==> src/hw/rtl/oml_pkg.sv <==
// Package for the overwriting message log: sizes, record layout and the
// command and status groups between the controller and the datapath.
// No dependencies; every other file of the block but oml_ram uses it.
package oml_pkg;

  // Number of record slots in the log storage.
  localparam int LOG_DEPTH   = 16;
  // Most results that one read-back request may return.
  localparam int MAX_RESULTS = 16;

  // Slot index width and the width of a count that can hold LOG_DEPTH itself.
  localparam int IDX_W = (LOG_DEPTH > 1) ? $clog2(LOG_DEPTH) : 1;
  localparam int CNT_W = $clog2(LOG_DEPTH + 1);

  // Field widths fixed by the interface.
  localparam int PAYLOAD_W = 64;
  localparam int TIME_W    = 17;
  localparam int SERIAL_W  = 32;
  localparam int COUNT_W   = 5;
  localparam int DEPTH_W   = 5;

  // Depth register after reset, already clamped to the storage size.
  localparam int DEPTH_RESET_INT = (16 > LOG_DEPTH) ? LOG_DEPTH : 16;
  localparam logic [CNT_W-1:0] DEPTH_RESET = CNT_W'(DEPTH_RESET_INT);

  // Request mode code that saves a record; the other code reads back.
  localparam logic MODE_SAVE = 1'b0;

  // One stored record.
  typedef struct packed {
    logic [PAYLOAD_W-1:0] payload;
    logic [TIME_W-1:0]    rtime;
    logic [SERIAL_W-1:0]  serial;
  } record_t;

  localparam int RECORD_W = $bits(record_t);

  // Controller states.
  typedef enum logic {
    ST_IDLE,
    ST_READ
  } state_t;

  // Commands from the controller to the datapath.
  typedef struct packed {
    logic save;        // store the request's record and queue its echo
    logic start_read;  // load the read pointer and the record count
    logic issue;       // read the next record of a read-back
  } cmd_t;

  // Status from the datapath to the controller.
  typedef struct packed {
    logic stage_free;  // the result staging slot can take a record this cycle
    logic k_zero;      // the clamped read-back count of the request is zero
    logic rem_one;     // the record about to be read is the final one
  } status_t;

endpackage

==> src/hw/rtl/oml_if.sv <==
// Valid/ready channel interfaces for the request and result sides of the
// overwriting message log. Depends on oml_pkg for the field widths.
interface oml_in_if;
  logic                           valid;
  logic                           ready;
  logic                           mode;
  logic [oml_pkg::PAYLOAD_W-1:0]  payload;
  logic [oml_pkg::TIME_W-1:0]     receipt_time;
  logic [oml_pkg::COUNT_W-1:0]    count_requested;

  modport source (output valid, mode, payload, receipt_time, count_requested,
                  input ready);
  modport sink   (input valid, mode, payload, receipt_time, count_requested,
                  output ready);
endinterface

interface oml_out_if;
  logic                           valid;
  logic                           ready;
  logic [oml_pkg::PAYLOAD_W-1:0]  out_payload;
  logic [oml_pkg::TIME_W-1:0]     out_time;
  logic [oml_pkg::SERIAL_W-1:0]   serial_number;
  logic                           last;

  modport source (output valid, out_payload, out_time, serial_number, last,
                  input ready);
  modport sink   (input valid, out_payload, out_time, serial_number, last,
                  output ready);
endinterface

==> src/hw/rtl/oml_ram.sv <==
// Generic single-port-write, single-port-read RAM with a registered read.
// No dependencies.
module oml_ram #(
  parameter int WIDTH = 8,
  parameter int DEPTH = 16
) (
  input  logic                              clk,
  input  logic                              we,
  input  logic [(DEPTH > 1 ? $clog2(DEPTH) : 1)-1:0] waddr,
  input  logic [WIDTH-1:0]                  wdata,
  input  logic                              re,
  input  logic [(DEPTH > 1 ? $clog2(DEPTH) : 1)-1:0] raddr,
  output logic [WIDTH-1:0]                  rdata
);

  logic [WIDTH-1:0] mem [DEPTH];

  // Write port.
  always_ff @(posedge clk) begin
    if (we) begin
      mem[waddr] <= wdata;
    end
  end

  // Read port; the data holds while no read is enabled.
  always_ff @(posedge clk) begin
    if (re) begin
      rdata <= mem[raddr];
    end
  end

endmodule

==> src/hw/rtl/oml_ctrl.sv <==
// Controller of the overwriting message log: takes requests and sequences
// the reads of a read-back. Depends on oml_pkg and oml_if.
module oml_ctrl (
  input  logic              clk,
  input  logic              rst,
  oml_in_if.sink            request,
  input  oml_pkg::status_t  st,
  output oml_pkg::cmd_t     cmd
);

  oml_pkg::state_t state;
  oml_pkg::state_t state_next;

  // State register.
  always_ff @(posedge clk) begin
    if (rst) begin
      state <= oml_pkg::ST_IDLE;
    end else begin
      state <= state_next;
    end
  end

  // Next state, commands and request acceptance.
  always_comb begin
    state_next    = state;
    cmd           = '0;
    request.ready = 1'b0;
    case (state)
      oml_pkg::ST_IDLE: begin
        // A request is taken whenever the staging slot can take a record.
        request.ready = st.stage_free;
        if (request.valid && st.stage_free) begin
          if (request.mode == oml_pkg::MODE_SAVE) begin
            cmd.save = 1'b1;
          end else if (!st.k_zero) begin
            cmd.start_read = 1'b1;
            state_next     = oml_pkg::ST_READ;
          end
        end
      end
      oml_pkg::ST_READ: begin
        // One record read per cycle while the staging slot drains.
        if (st.stage_free) begin
          cmd.issue = 1'b1;
          if (st.rem_one) begin
            state_next = oml_pkg::ST_IDLE;
          end
        end
      end
      default: begin
        state_next = oml_pkg::ST_IDLE;
      end
    endcase
  end

endmodule

==> src/hw/rtl/oml_datapath.sv <==
// Datapath of the overwriting message log: pointers and counts, the record
// RAM, the result staging slot and the output register.
// Depends on oml_pkg, oml_if and oml_ram.
module oml_datapath (
  input  logic                           clk,
  input  logic                           rst,
  input  logic                           cfg_we,
  input  logic [oml_pkg::DEPTH_W-1:0]    cfg_wdata,
  input  logic [oml_pkg::PAYLOAD_W-1:0]  in_payload,
  input  logic [oml_pkg::TIME_W-1:0]     in_time,
  input  logic [oml_pkg::COUNT_W-1:0]    in_count,
  input  oml_pkg::cmd_t                  cmd,
  output oml_pkg::status_t               st,
  oml_out_if.source                      result
);

  localparam int IDX_W = oml_pkg::IDX_W;
  localparam int CNT_W = oml_pkg::CNT_W;

  // Log state.
  logic [CNT_W-1:0]             act_depth;
  logic [IDX_W-1:0]             newest_idx;
  logic [CNT_W-1:0]             fill;
  logic [oml_pkg::SERIAL_W-1:0] newest_serial;

  // Read-back sequencing.
  logic [IDX_W-1:0]             rd_idx;
  logic [CNT_W-1:0]             rem;

  // Staging slot ahead of the output register.
  logic                         pend;
  logic                         pend_echo;
  logic                         pend_last;
  oml_pkg::record_t             echo_rec;

  // Output register.
  logic                         ovalid;
  oml_pkg::record_t             orec;
  logic                         olast;

  oml_pkg::record_t             wr_rec;
  oml_pkg::record_t             ram_rec;
  logic [oml_pkg::RECORD_W-1:0] ram_rdata;
  logic [IDX_W-1:0]             save_slot;
  logic [IDX_W-1:0]             rd_idx_next;
  logic [CNT_W-1:0]             depth_clamped;
  logic [CNT_W-1:0]             k_sel;
  logic                         load_now;

  // Depth clamping for a register write.
  always_comb begin
    if (cfg_wdata == '0) begin
      depth_clamped = CNT_W'(1);
    end else if (int'(cfg_wdata) > oml_pkg::LOG_DEPTH) begin
      depth_clamped = CNT_W'(oml_pkg::LOG_DEPTH);
    end else begin
      depth_clamped = CNT_W'(cfg_wdata);
    end
  end

  // Slot of a new record: one past the newest, wrapping at the depth in use.
  always_comb begin
    if (fill == '0) begin
      save_slot = '0;
    end else if (CNT_W'(newest_idx) + CNT_W'(1) == act_depth) begin
      save_slot = '0;
    end else begin
      save_slot = newest_idx + IDX_W'(1);
    end
  end

  // Read-back count clamped to the stored records and the result limit.
  always_comb begin
    int k_full;
    k_full = int'(in_count);
    if (k_full > int'(fill)) begin
      k_full = int'(fill);
    end
    if (k_full > oml_pkg::MAX_RESULTS) begin
      k_full = oml_pkg::MAX_RESULTS;
    end
    k_sel = CNT_W'(k_full);
  end

  // Read pointer steps towards older records, wrapping below slot zero.
  always_comb begin
    if (rd_idx == '0) begin
      rd_idx_next = IDX_W'(act_depth - CNT_W'(1));
    end else begin
      rd_idx_next = rd_idx - IDX_W'(1);
    end
  end

  // Record written on a save.
  always_comb begin
    wr_rec.payload = in_payload;
    wr_rec.rtime   = in_time;
    wr_rec.serial  = newest_serial + oml_pkg::SERIAL_W'(1);
  end

  // The staging slot moves on when the output register is empty or drains.
  assign load_now      = pend && (!ovalid || result.ready);
  assign st.stage_free = !pend || load_now;
  assign st.k_zero     = (k_sel == '0);
  assign st.rem_one    = (rem == CNT_W'(1));

  // Record storage.
  oml_ram #(
    .WIDTH (oml_pkg::RECORD_W),
    .DEPTH (oml_pkg::LOG_DEPTH)
  ) u_ram (
    .clk   (clk),
    .we    (cmd.save),
    .waddr (save_slot),
    .wdata (wr_rec),
    .re    (cmd.issue),
    .raddr (rd_idx),
    .rdata (ram_rdata)
  );

  assign ram_rec = oml_pkg::record_t'(ram_rdata);

  // Log pointers, fill count and serial counter.
  always_ff @(posedge clk) begin
    if (rst) begin
      act_depth     <= oml_pkg::DEPTH_RESET;
      newest_idx    <= '0;
      fill          <= '0;
      newest_serial <= '0;
    end else if (cfg_we) begin
      act_depth  <= depth_clamped;
      newest_idx <= '0;
      fill       <= '0;
    end else if (cmd.save) begin
      newest_idx    <= save_slot;
      newest_serial <= wr_rec.serial;
      if (fill < act_depth) begin
        fill <= fill + CNT_W'(1);
      end
    end
  end

  // Read-back pointer and remaining count.
  always_ff @(posedge clk) begin
    if (rst) begin
      rem <= '0;
    end else if (cmd.start_read) begin
      rem <= k_sel;
    end else if (cmd.issue) begin
      rem <= rem - CNT_W'(1);
    end
  end

  always_ff @(posedge clk) begin
    if (cmd.start_read) begin
      rd_idx <= newest_idx;
    end else if (cmd.issue) begin
      rd_idx <= rd_idx_next;
    end
  end

  // Staging slot: holds either a save echo or a record read from the RAM.
  always_ff @(posedge clk) begin
    if (rst) begin
      pend <= 1'b0;
    end else if (cmd.save || cmd.issue) begin
      pend <= 1'b1;
    end else if (load_now) begin
      pend <= 1'b0;
    end
  end

  always_ff @(posedge clk) begin
    if (cmd.save) begin
      echo_rec  <= wr_rec;
      pend_echo <= 1'b1;
      pend_last <= 1'b1;
    end else if (cmd.issue) begin
      pend_echo <= 1'b0;
      pend_last <= (rem == CNT_W'(1));
    end
  end

  // Output register.
  always_ff @(posedge clk) begin
    if (rst) begin
      ovalid <= 1'b0;
    end else if (load_now) begin
      ovalid <= 1'b1;
    end else if (result.ready) begin
      ovalid <= 1'b0;
    end
  end

  always_ff @(posedge clk) begin
    if (load_now) begin
      orec  <= pend_echo ? echo_rec : ram_rec;
      olast <= pend_last;
    end
  end

  assign result.valid         = ovalid;
  assign result.out_payload   = orec.payload;
  assign result.out_time      = orec.rtime;
  assign result.serial_number = orec.serial;
  assign result.last          = olast;

`ifndef SYNTHESIS
  // The fill count never goes beyond the depth in use.
  a_fill_bound: assert property (@(posedge clk) disable iff (rst)
    fill <= act_depth)
    else $error("fill count above depth in use");

  // The newest slot lies inside the depth in use.
  a_newest_bound: assert property (@(posedge clk) disable iff (rst)
    CNT_W'(newest_idx) < act_depth)
    else $error("newest slot outside depth in use");

  // A record read is only issued while records of the read-back remain.
  a_issue_rem: assert property (@(posedge clk) disable iff (rst)
    cmd.issue |-> rem != '0)
    else $error("record read with no records remaining");

  // The staging slot is never overwritten before it has moved on.
  a_stage_overrun: assert property (@(posedge clk) disable iff (rst)
    (cmd.save || cmd.issue) |-> (!pend || load_now))
    else $error("staging slot overwritten");

  // After the final read of a read-back the staged record carries last.
  a_last_mark: assert property (@(posedge clk) disable iff (rst)
    (cmd.issue && rem == CNT_W'(1)) |=> (pend && pend_last))
    else $error("final record not marked last");
`endif

endmodule

==> src/hw/rtl/overwriting_message_log_unit.sv <==
// Top level of the overwriting message log: a circular record store that
// overwrites its oldest record. Depends on oml_pkg, oml_if, oml_ctrl and
// oml_datapath.
//
//   Channel   Direction  Handshake      Contents
//   request   in         valid/ready    mode, payload, receipt_time, count_requested
//   result    out        valid/ready    out_payload, out_time, serial_number, last
//   config    in         cfg_we         cfg_wdata: depth in use
//
// A save request writes its record to the record RAM; its echo passes through the
// staging slot and the output register to result. A read-back of K records first
// loads the read pointer and the record count, then reads one record per cycle while
// the staging slot can take it, set by the single registered read port of the RAM.
// Reset is synchronous; the record RAM needs no clearing, as only written
// slots are read. A stalled result holds in the output register while one
// more record waits in the staging slot; beyond that the block stalls.
module overwriting_message_log_unit (
  input  logic                         clk,
  input  logic                         rst,
  input  logic                         cfg_we,
  input  logic [oml_pkg::DEPTH_W-1:0]  cfg_wdata,
  oml_in_if.sink                       request,
  oml_out_if.source                    result
);

  oml_pkg::cmd_t    cmd;
  oml_pkg::status_t st;

  // Request handling and read-back sequencing.
  oml_ctrl u_ctrl (
    .clk     (clk),
    .rst     (rst),
    .request (request),
    .st      (st),
    .cmd     (cmd)
  );

  // Storage, pointers and result path.
  oml_datapath u_datapath (
    .clk        (clk),
    .rst        (rst),
    .cfg_we     (cfg_we),
    .cfg_wdata  (cfg_wdata),
    .in_payload (request.payload),
    .in_time    (request.receipt_time),
    .in_count   (request.count_requested),
    .cmd        (cmd),
    .st         (st),
    .result     (result)
  );

endmodule

==> src/flat_wrapper.sv <==
// flat-port wrapper written by rule: the top's interface ports become plain ports
module overwriting_message_log_unit_flat 
  (clk, rst, cfg_we, cfg_wdata, request_valid, request_mode, request_payload, request_receipt_time, request_count_requested, request_ready, result_valid, result_out_payload, result_out_time, result_serial_number, result_last, result_ready);
  oml_in_if request_i ();
  oml_out_if result_i ();
  input  logic clk;
  input  logic rst;
  input  logic cfg_we;
  input  logic [oml_pkg::DEPTH_W-1:0] cfg_wdata;
  input wire logic [$bits(request_i.valid)-1:0] request_valid;
  input wire logic [$bits(request_i.mode)-1:0] request_mode;
  input wire logic [$bits(request_i.payload)-1:0] request_payload;
  input wire logic [$bits(request_i.receipt_time)-1:0] request_receipt_time;
  input wire logic [$bits(request_i.count_requested)-1:0] request_count_requested;
  output wire logic [$bits(request_i.ready)-1:0] request_ready;
  output wire logic [$bits(result_i.valid)-1:0] result_valid;
  output wire logic [$bits(result_i.out_payload)-1:0] result_out_payload;
  output wire logic [$bits(result_i.out_time)-1:0] result_out_time;
  output wire logic [$bits(result_i.serial_number)-1:0] result_serial_number;
  output wire logic [$bits(result_i.last)-1:0] result_last;
  input wire logic [$bits(result_i.ready)-1:0] result_ready;
  assign request_i.valid = request_valid;
  assign request_i.mode = request_mode;
  assign request_i.payload = request_payload;
  assign request_i.receipt_time = request_receipt_time;
  assign request_i.count_requested = request_count_requested;
  assign request_ready = request_i.ready;
  assign result_valid = result_i.valid;
  assign result_out_payload = result_i.out_payload;
  assign result_out_time = result_i.out_time;
  assign result_serial_number = result_i.serial_number;
  assign result_last = result_i.last;
  assign result_i.ready = result_ready;
  overwriting_message_log_unit u_core (.clk(clk), .rst(rst), .cfg_we(cfg_we), .cfg_wdata(cfg_wdata), .request(request_i), .result(result_i));
endmodule
==> config.mk <==
export PLATFORM = sky130hd
export DESIGN_NAME = overwriting_message_log_unit_flat
export DESIGN_NICKNAME = d
export VERILOG_FILES = /design/src/hw/rtl/oml_pkg.sv /design/src/hw/rtl/oml_if.sv /design/src/hw/rtl/oml_ram.sv /design/src/hw/rtl/oml_ctrl.sv /design/src/hw/rtl/oml_datapath.sv /design/src/hw/rtl/overwriting_message_log_unit.sv /design/src/flat_wrapper.sv
export SDC_FILE = /design/constraint.sdc
export NUM_CORES = 2
export LEC_CHECK = 0
export BUFFER_PORTS_ARGS = -buffer_cell sky130_fd_sc_hd__buf_2
export CORE_MARGIN = 10
export CORE_UTILIZATION = 53
export CTS_CLUSTER_DIAMETER = 200
export DETAILED_ROUTE_END_ITERATION = 10
export PLACE_DENSITY_LB_ADDON = 0.15
export SLEW_MARGIN = 15
export SYNTH_ARGS = -nofsm -noshare
export SYNTH_HDL_FRONTEND = slang
export SYNTH_SLANG_ARGS = --single-unit
==> constraint.sdc <==
create_clock -name clk -period 21.2 [get_ports clk]
set_input_delay 2.12 -clock clk [delete_from_list [all_inputs] [get_ports clk]]
set_output_delay 2.12 -clock clk [all_outputs]
set_load 0.02 [all_outputs]
# ---- Yosys cells after proc, flatten, opt, wreduce, memory -nomap -nowiden
# Memories as Yosys holds them, arrays and structs flattened. A register that Yosys moved wholly into a read port is not among the register bits.
# Cells that the tools add are included.
dict set report word_totals {
  input_bits 97
  ramBits 1808
  memories 1
  regBits 287
  output_inout_bits 116
  wordCells 81
}
# name depth word_bits read_ports rd_ports_with_merged_regs write_ports line
set memory_table {}
lappend memory_table {u_core.u_datapath.u_ram.mem 16 113 1 1 1 oml_ram.sv:16} ;# logic [WIDTH-1:0] mem [DEPTH];
dict set report op_classes {
  n_lt_le_gt_ge 4
  n_eq_ne 2
  add_sub_neg 7
  n_bitwise 2
  reduce_logical 17
  mux 30
}
# operator count
set ops {}
lappend ops {{113-bit two-way mux} 1}
lappend ops {{32-bit by 1-bit adder with 32-bit output, second input constant} 1}
lappend ops {{32-bit by 6-bit greater-than comparator with 1-bit output, second input constant} 1}
lappend ops {{5-bit two-way mux} 6}
lappend ops {{4-bit two-way mux} 5}
lappend ops {{5-bit logical NOT} 3}
lappend ops {{1-bit two-way mux} 15}
lappend ops {{4-bit by 1-bit subtractor with 4-bit output, second input constant} 2}
lappend ops {{2-bit nonzero test} 3}
lappend ops {{4-bit by 1-bit adder with 5-bit output, second input constant} 1}
lappend ops {{5-bit by 1-bit adder with 5-bit output, second input constant} 1}
lappend ops {{5-bit by 1-bit == test with 1-bit output, second input constant} 1}
lappend ops {{5-bit == test} 1}
lappend ops {{5-bit greater-than comparator} 1}
lappend ops {{5-bit greater-than comparator, second input constant} 1}
lappend ops {{5-bit < comparator} 1}
lappend ops {{5-bit by 1-bit subtractor with 5-bit output, second input constant} 1}
lappend ops {{4-bit by 1-bit adder with 4-bit output, second input constant} 1}
lappend ops {{4-bit logical NOT} 1}
lappend ops {{2-bit two-way mux} 2}
lappend ops {{2-bit AND reduction} 2}
lappend ops {{1-bit logical OR} 3}
lappend ops {{1-bit logical AND} 2}
lappend ops {{1-bit logical NOT} 2}
lappend ops {{3 further kinds} 4}

# ---- Depth between registers and ports, before layout
dict set report depth {
  depth_word 11
  ltp_mapped 10
  depth_no_buf 8
}

# ---- Hierarchy
# A second synthesis with hierarchy kept.
dict set report hier_totals {
  hier_cells 3694
  hier_area_um2 82883.2
}
# module seq_area_each_um2 cells_per_inst area_each_um2 n_inst
set by_module_without_submodules {}
lappend by_module_without_submodules {oml_ram 57685.3 2890 70918.0 1}
lappend by_module_without_submodules {oml_datapath 8037.7 795 11882.6 1}
lappend by_module_without_submodules {oml_ctrl 20.0 9 82.6 1}

# ---- Worst setup path after synthesis
# OpenSTA, ideal clock, no wires.
dict set report synth_timing {
  kind {input -> register}
  startpoint {in result_ready}
  endpoint {mem u_core.u_datapath.u_ram.mem[12][0] in the netlist's numbering, enable pin}
  t_required_ns 20.478
  path_buffers 1
  arrival_time_ns 12.460
  setup_ns 0.722
  setup_slack_ns 8.017
  cell_stages 6
  cell_sequence {and3b_1 or3_1 buf_6 clkinv_1 nand3_1 nor3_1}
}
dict set report synth_via {
  elab_chain_cells 8
}
# item line
set synth_rtl {}
lappend synth_rtl {{from (decl)} flat_wrapper.sv:21} ;# input wire logic [$bits(result_i.ready)-1:0] result_ready;
lappend synth_rtl {{1-bit logical OR} oml_datapath.sv:102} ;# assign load_now = pend && (!ovalid || result.ready);
lappend synth_rtl {{1-bit logical AND} oml_datapath.sv:102}
lappend synth_rtl {{1-bit logical OR} oml_datapath.sv:103} ;# assign st.stage_free = !pend || load_now;
lappend synth_rtl {{1-bit logical AND} oml_ctrl.sv:32} ;# if (request.valid && st.stage_free) begin
lappend synth_rtl {{2-bit two-way mux} oml_ctrl.sv:32}
lappend synth_rtl {{2-bit two-way mux} oml_ctrl.sv:28} ;# case (state)
lappend synth_rtl {{via u_core.u_datapath.u_ram.we} oml_ram.sv:8} ;# input logic we,
lappend synth_rtl {{1-bit two-way mux} oml_ram.sv:20} ;# if (we) begin
lappend synth_rtl {{1-bit two-way mux (not written as such)} oml_ram.sv:21} ;# mem[waddr] <= wdata;
lappend synth_rtl {{to (decl)} oml_ram.sv:16}
# The timed path passes the listed nets, and every way through them passes these cells.

# ---- Worst setup path in the final report
dict set report layout_timing {
  startpoint {in result_ready}
  endpoint {mem u_core.u_datapath.u_ram.mem[12][55] in the netlist's numbering, enable pin}
}
# Same word-level chain as after synthesis.

==> flow_summary_export.csv <==
group,metric,value,unit
setup_path,worstPathMaxFanout,41,
routing,top_layer,"met4",
yosys,synthCells,3437,
sta,holdWs,0.436,ns
finish,syn_to_final_growth,13.1,%
clocking,cts_hold_buffers,0,
yosys,synth-main-ff-cell,"edfxtp_1",
clocking,worst_skew_pair.late_latency,0.83,ns
clocking,clockBufferDepth,3,
yosys,avgSynthCellArea,24.1,µm²
global_route,grt.total_usage,21.0,%
finish,mostFrequentLayoutCell,"edfxtp_1",
die,die_x,415,µm
power_and_ir_drop,power_density,97.1,nW/µm²
sta,tightest_slew,1.19,ns
finish,drive_above_1_share,32.8,%
global_route,grt_pass1_vias,39500,
global_route,antenna_found_initial,10,
routing,dr_wl_met2,92.4,mm
power_and_ir_drop,power_leakage,29.3,nW
yosys,synthArstFlopShare,0,%
sta,skew,0.0251,ns
die,top_level_ports,213,
routing,viasPerCell,6.13,
finish,mostFrequentLayoutCells,"edfxtp_1 (2152), mux4_2 (565), clkbuf_16 (221)",
min_path,hold_class,"flop to flop",
run,maxCapViolations,0,
setup_path,crit_type,"input pin to flop",
setup_path,arrival,6.59,ns
yosys,synth_edf_count,2152,
routing,met3_length,10.3,mm
sta,final_max_slew_viol_count,0,
clocking,cts_tree,"yes",
sta,relSlewSlack,20.6,%
place,gp_congestion,0.754,
yosys,ys_seq_elements,2208,
sta,hold_viol,0,
setup_path,crit_path_end_kind,"flop",
setup_path,critPathMaxStageDelay,0.69,ns
global_route,grt_pass1_wl,269,mm
die,core-area,156000,µm²
setup_path,cp-start-kind,"input pin",
routing,num_vias,36900,
finish,utilization,60.1,%
clocking,cts-root-buf,"clkbuf_16",
global_route,grt_max_degree,146,
setup_path,cp.required,21.65,ns
die,fp.dieH,415,µm
setup_path,crit_chain,"buf_2 -> and3b_1 -> or3_1 -> inv_6 -> nand3_1 -> nor3_4 -> buf_4 -> buf_4 -> buf_4",
die,dieArea,173000,µm²
die,start_util,53.2,%
die,rows,145,
global_route,grt_overflow,0,
place,place_hpwl,87.0,mm
sta,fmaxAchievable,163,MHz
yosys,syn-num-nets,3550,
outcome,status,"finished clean",
place,io_buffers,212,
sta,post-route-period-util,29.0,%
yosys,ys_seq_area_share,79.3,%
power_and_ir_drop,irDropWorstVdd,0.0000898,V
sta,rsz0062_at_grt,"no",
routing,drtPass1Iterations,5,
clocking,path_clk_slew,0.06,ns
setup_path,cpMaxStageDelayCell,"nor3_4",
finish,fill_cells,10600,
routing,post-route-drc-count,0,
routing,drt-initial-drc-count,3843,
yosys,yosysWarnings,0,
routing,routedWlPerCell,30.1,µm
yosys,synth_area,82900,µm²
sta,setup_tns,0,ns
clocking,clock-sinks,2208,
routing,antenna_left,0,
clocking,post_cts_buffers,0,
sta,setup_violations,0,
routing,wirelength,181,mm
sta,finalCriticalPeriod,6.14,ns
setup_path,cp_common_cell,"buf_4",
routing,wl_met1,74.8,mm
finish,fin_nets,3875,
clocking,h-tree-depth,4,
clocking,cts.repair.resized,0,
yosys,yosysUniqueCellTypes,57,
clocking,cts_inserted_buffers,216,
-- cells in the mapped netlist, types with 11 or more instances --
master       n  area share (%)
buf_1       14           0.063
nand3_1     28            0.17
ha_1        16            0.24
clkbuf_1    97            0.44
dfxtp_1     56             1.4
xor2_1      37            0.39
xnor2_1     34            0.36
buf_2       52            0.31
mux4_2     565              15
nand4_1     11           0.083
nor2_1      69            0.31
inv_1       22            0.10
edfxtp_1  2152              78
nand2_1     41            0.19
mux2_2     114             1.5
a21oi_1     16           0.097
-- path summary, 6_finish.rpt --
| kind | endpoint | from | slack, ns | cells after the start |
|---|---|---|---|---|
| setup / recovery | u_core.u_datapath.u_ram.mem[12][55] | result_ready | 15.06 | 9 |
| hold / removal | u_core.u_datapath.result.last | u_core.u_datapath.pend_last | 0.44 | 0 |
| setup reg to reg | u_core.u_datapath.u_ram.mem[13][78] | u_core.u_datapath.newest_idx[0] | 15.24 | 9 |
| hold reg to reg | u_core.u_datapath.result.last | u_core.u_datapath.pend_last | 0.44 | 0 |
-- state kept, by name (all words and copies together), names as in the netlist --
register,count
u_core.u_datapath.u_ram.mem,1808
u_core.u_datapath.pend_echo,1
u_core.u_ctrl.state,1
u_core.u_datapath.echo_rec,113
u_core.u_datapath.newest_serial,32
u_core.u_datapath.u_ram.rdata,113
u_core.u_datapath.pend,1
u_core.u_datapath.result.serial_number,32
u_core.u_datapath.newest_idx,4
u_core.u_datapath.rem,5
u_core.u_datapath.act_depth,5
u_core.u_datapath.rd_idx,4
u_core.u_datapath.result.last,1
u_core.u_datapath.fill,5
u_core.u_datapath.pend_last,1
u_core.u_datapath.result.valid,1
u_core.u_datapath.result.out_payload,64
u_core.u_datapath.result.out_time,17
-- metal layers --
metal,vias to the layer above,GRT usage (%)
li1,15300,-
met1,20100,29.2
met2,1234,35.3
met4,0,4.88
met5,-,0
met3,264,3.50
-- layout make-up --
class / count / area (µm²) / share of cell area (%)
clock inverters: 137 / 1260 / 1.34
well taps: 2058 / 2570 / 2.75
flip-flops and latches: 2208 / 65700 / 70.1
diodes: 4 / 10.0 / 0.0107
inverters: 24 / 108 / 0.115
multi-input cells: 1039 / 16600 / 17.7
clock buffers: 268 / 5710 / 6.09
repair buffers: 273 / 1710 / 1.82
-- cells by family after synthesis --
logic type / after synthesis / share of synthesized area (%)
DFF: 2208 / 79.3
muxes: 682 / 16.9
and+or+nand+nor: 210 / 1.28
buffers and inverters: 190 / 0.957
xor gates and xnor gates: 71 / 0.750
AOI/OAI and AO/OA: 59 / 0.503
adders and majority gates: 17 / 0.254
-- worst max-delay path, delay by kind of cell --
| kind | cells | cell delay (ns) |
|---|---|---|
| buffers and inverters | 5 | 2.44 |
| AND/OR/NAND/NOR | 4 | 1.94 |
-- per-stage QoR --
step	total power, mW	setup slack (ns)	instances	area [µm²]
2_1_floorplan	5.28	8.02	3437	82900
3_3_place_gp	5.44	13.94	5602	86600
3_5_place_dp	5.46	13.78	5602	86600
4_1_cts	9.18	14.68	6007	93600
5_1_grt	9.39	14.77	6008	93700
6_report	9.10	15.06	6011	93700
-- where the power goes --
group,internal [mW],total (mW),switching (mW),leakage (nW)
combinational,0.215,0.485,0.271,6.21
sequential,4.84,4.87,0.0235,19.8
clock,2.17,3.75,1.58,3.38
total,7.23,9.10,1.87,29.3
No activity file was read; power rests on OpenSTA's default activity.
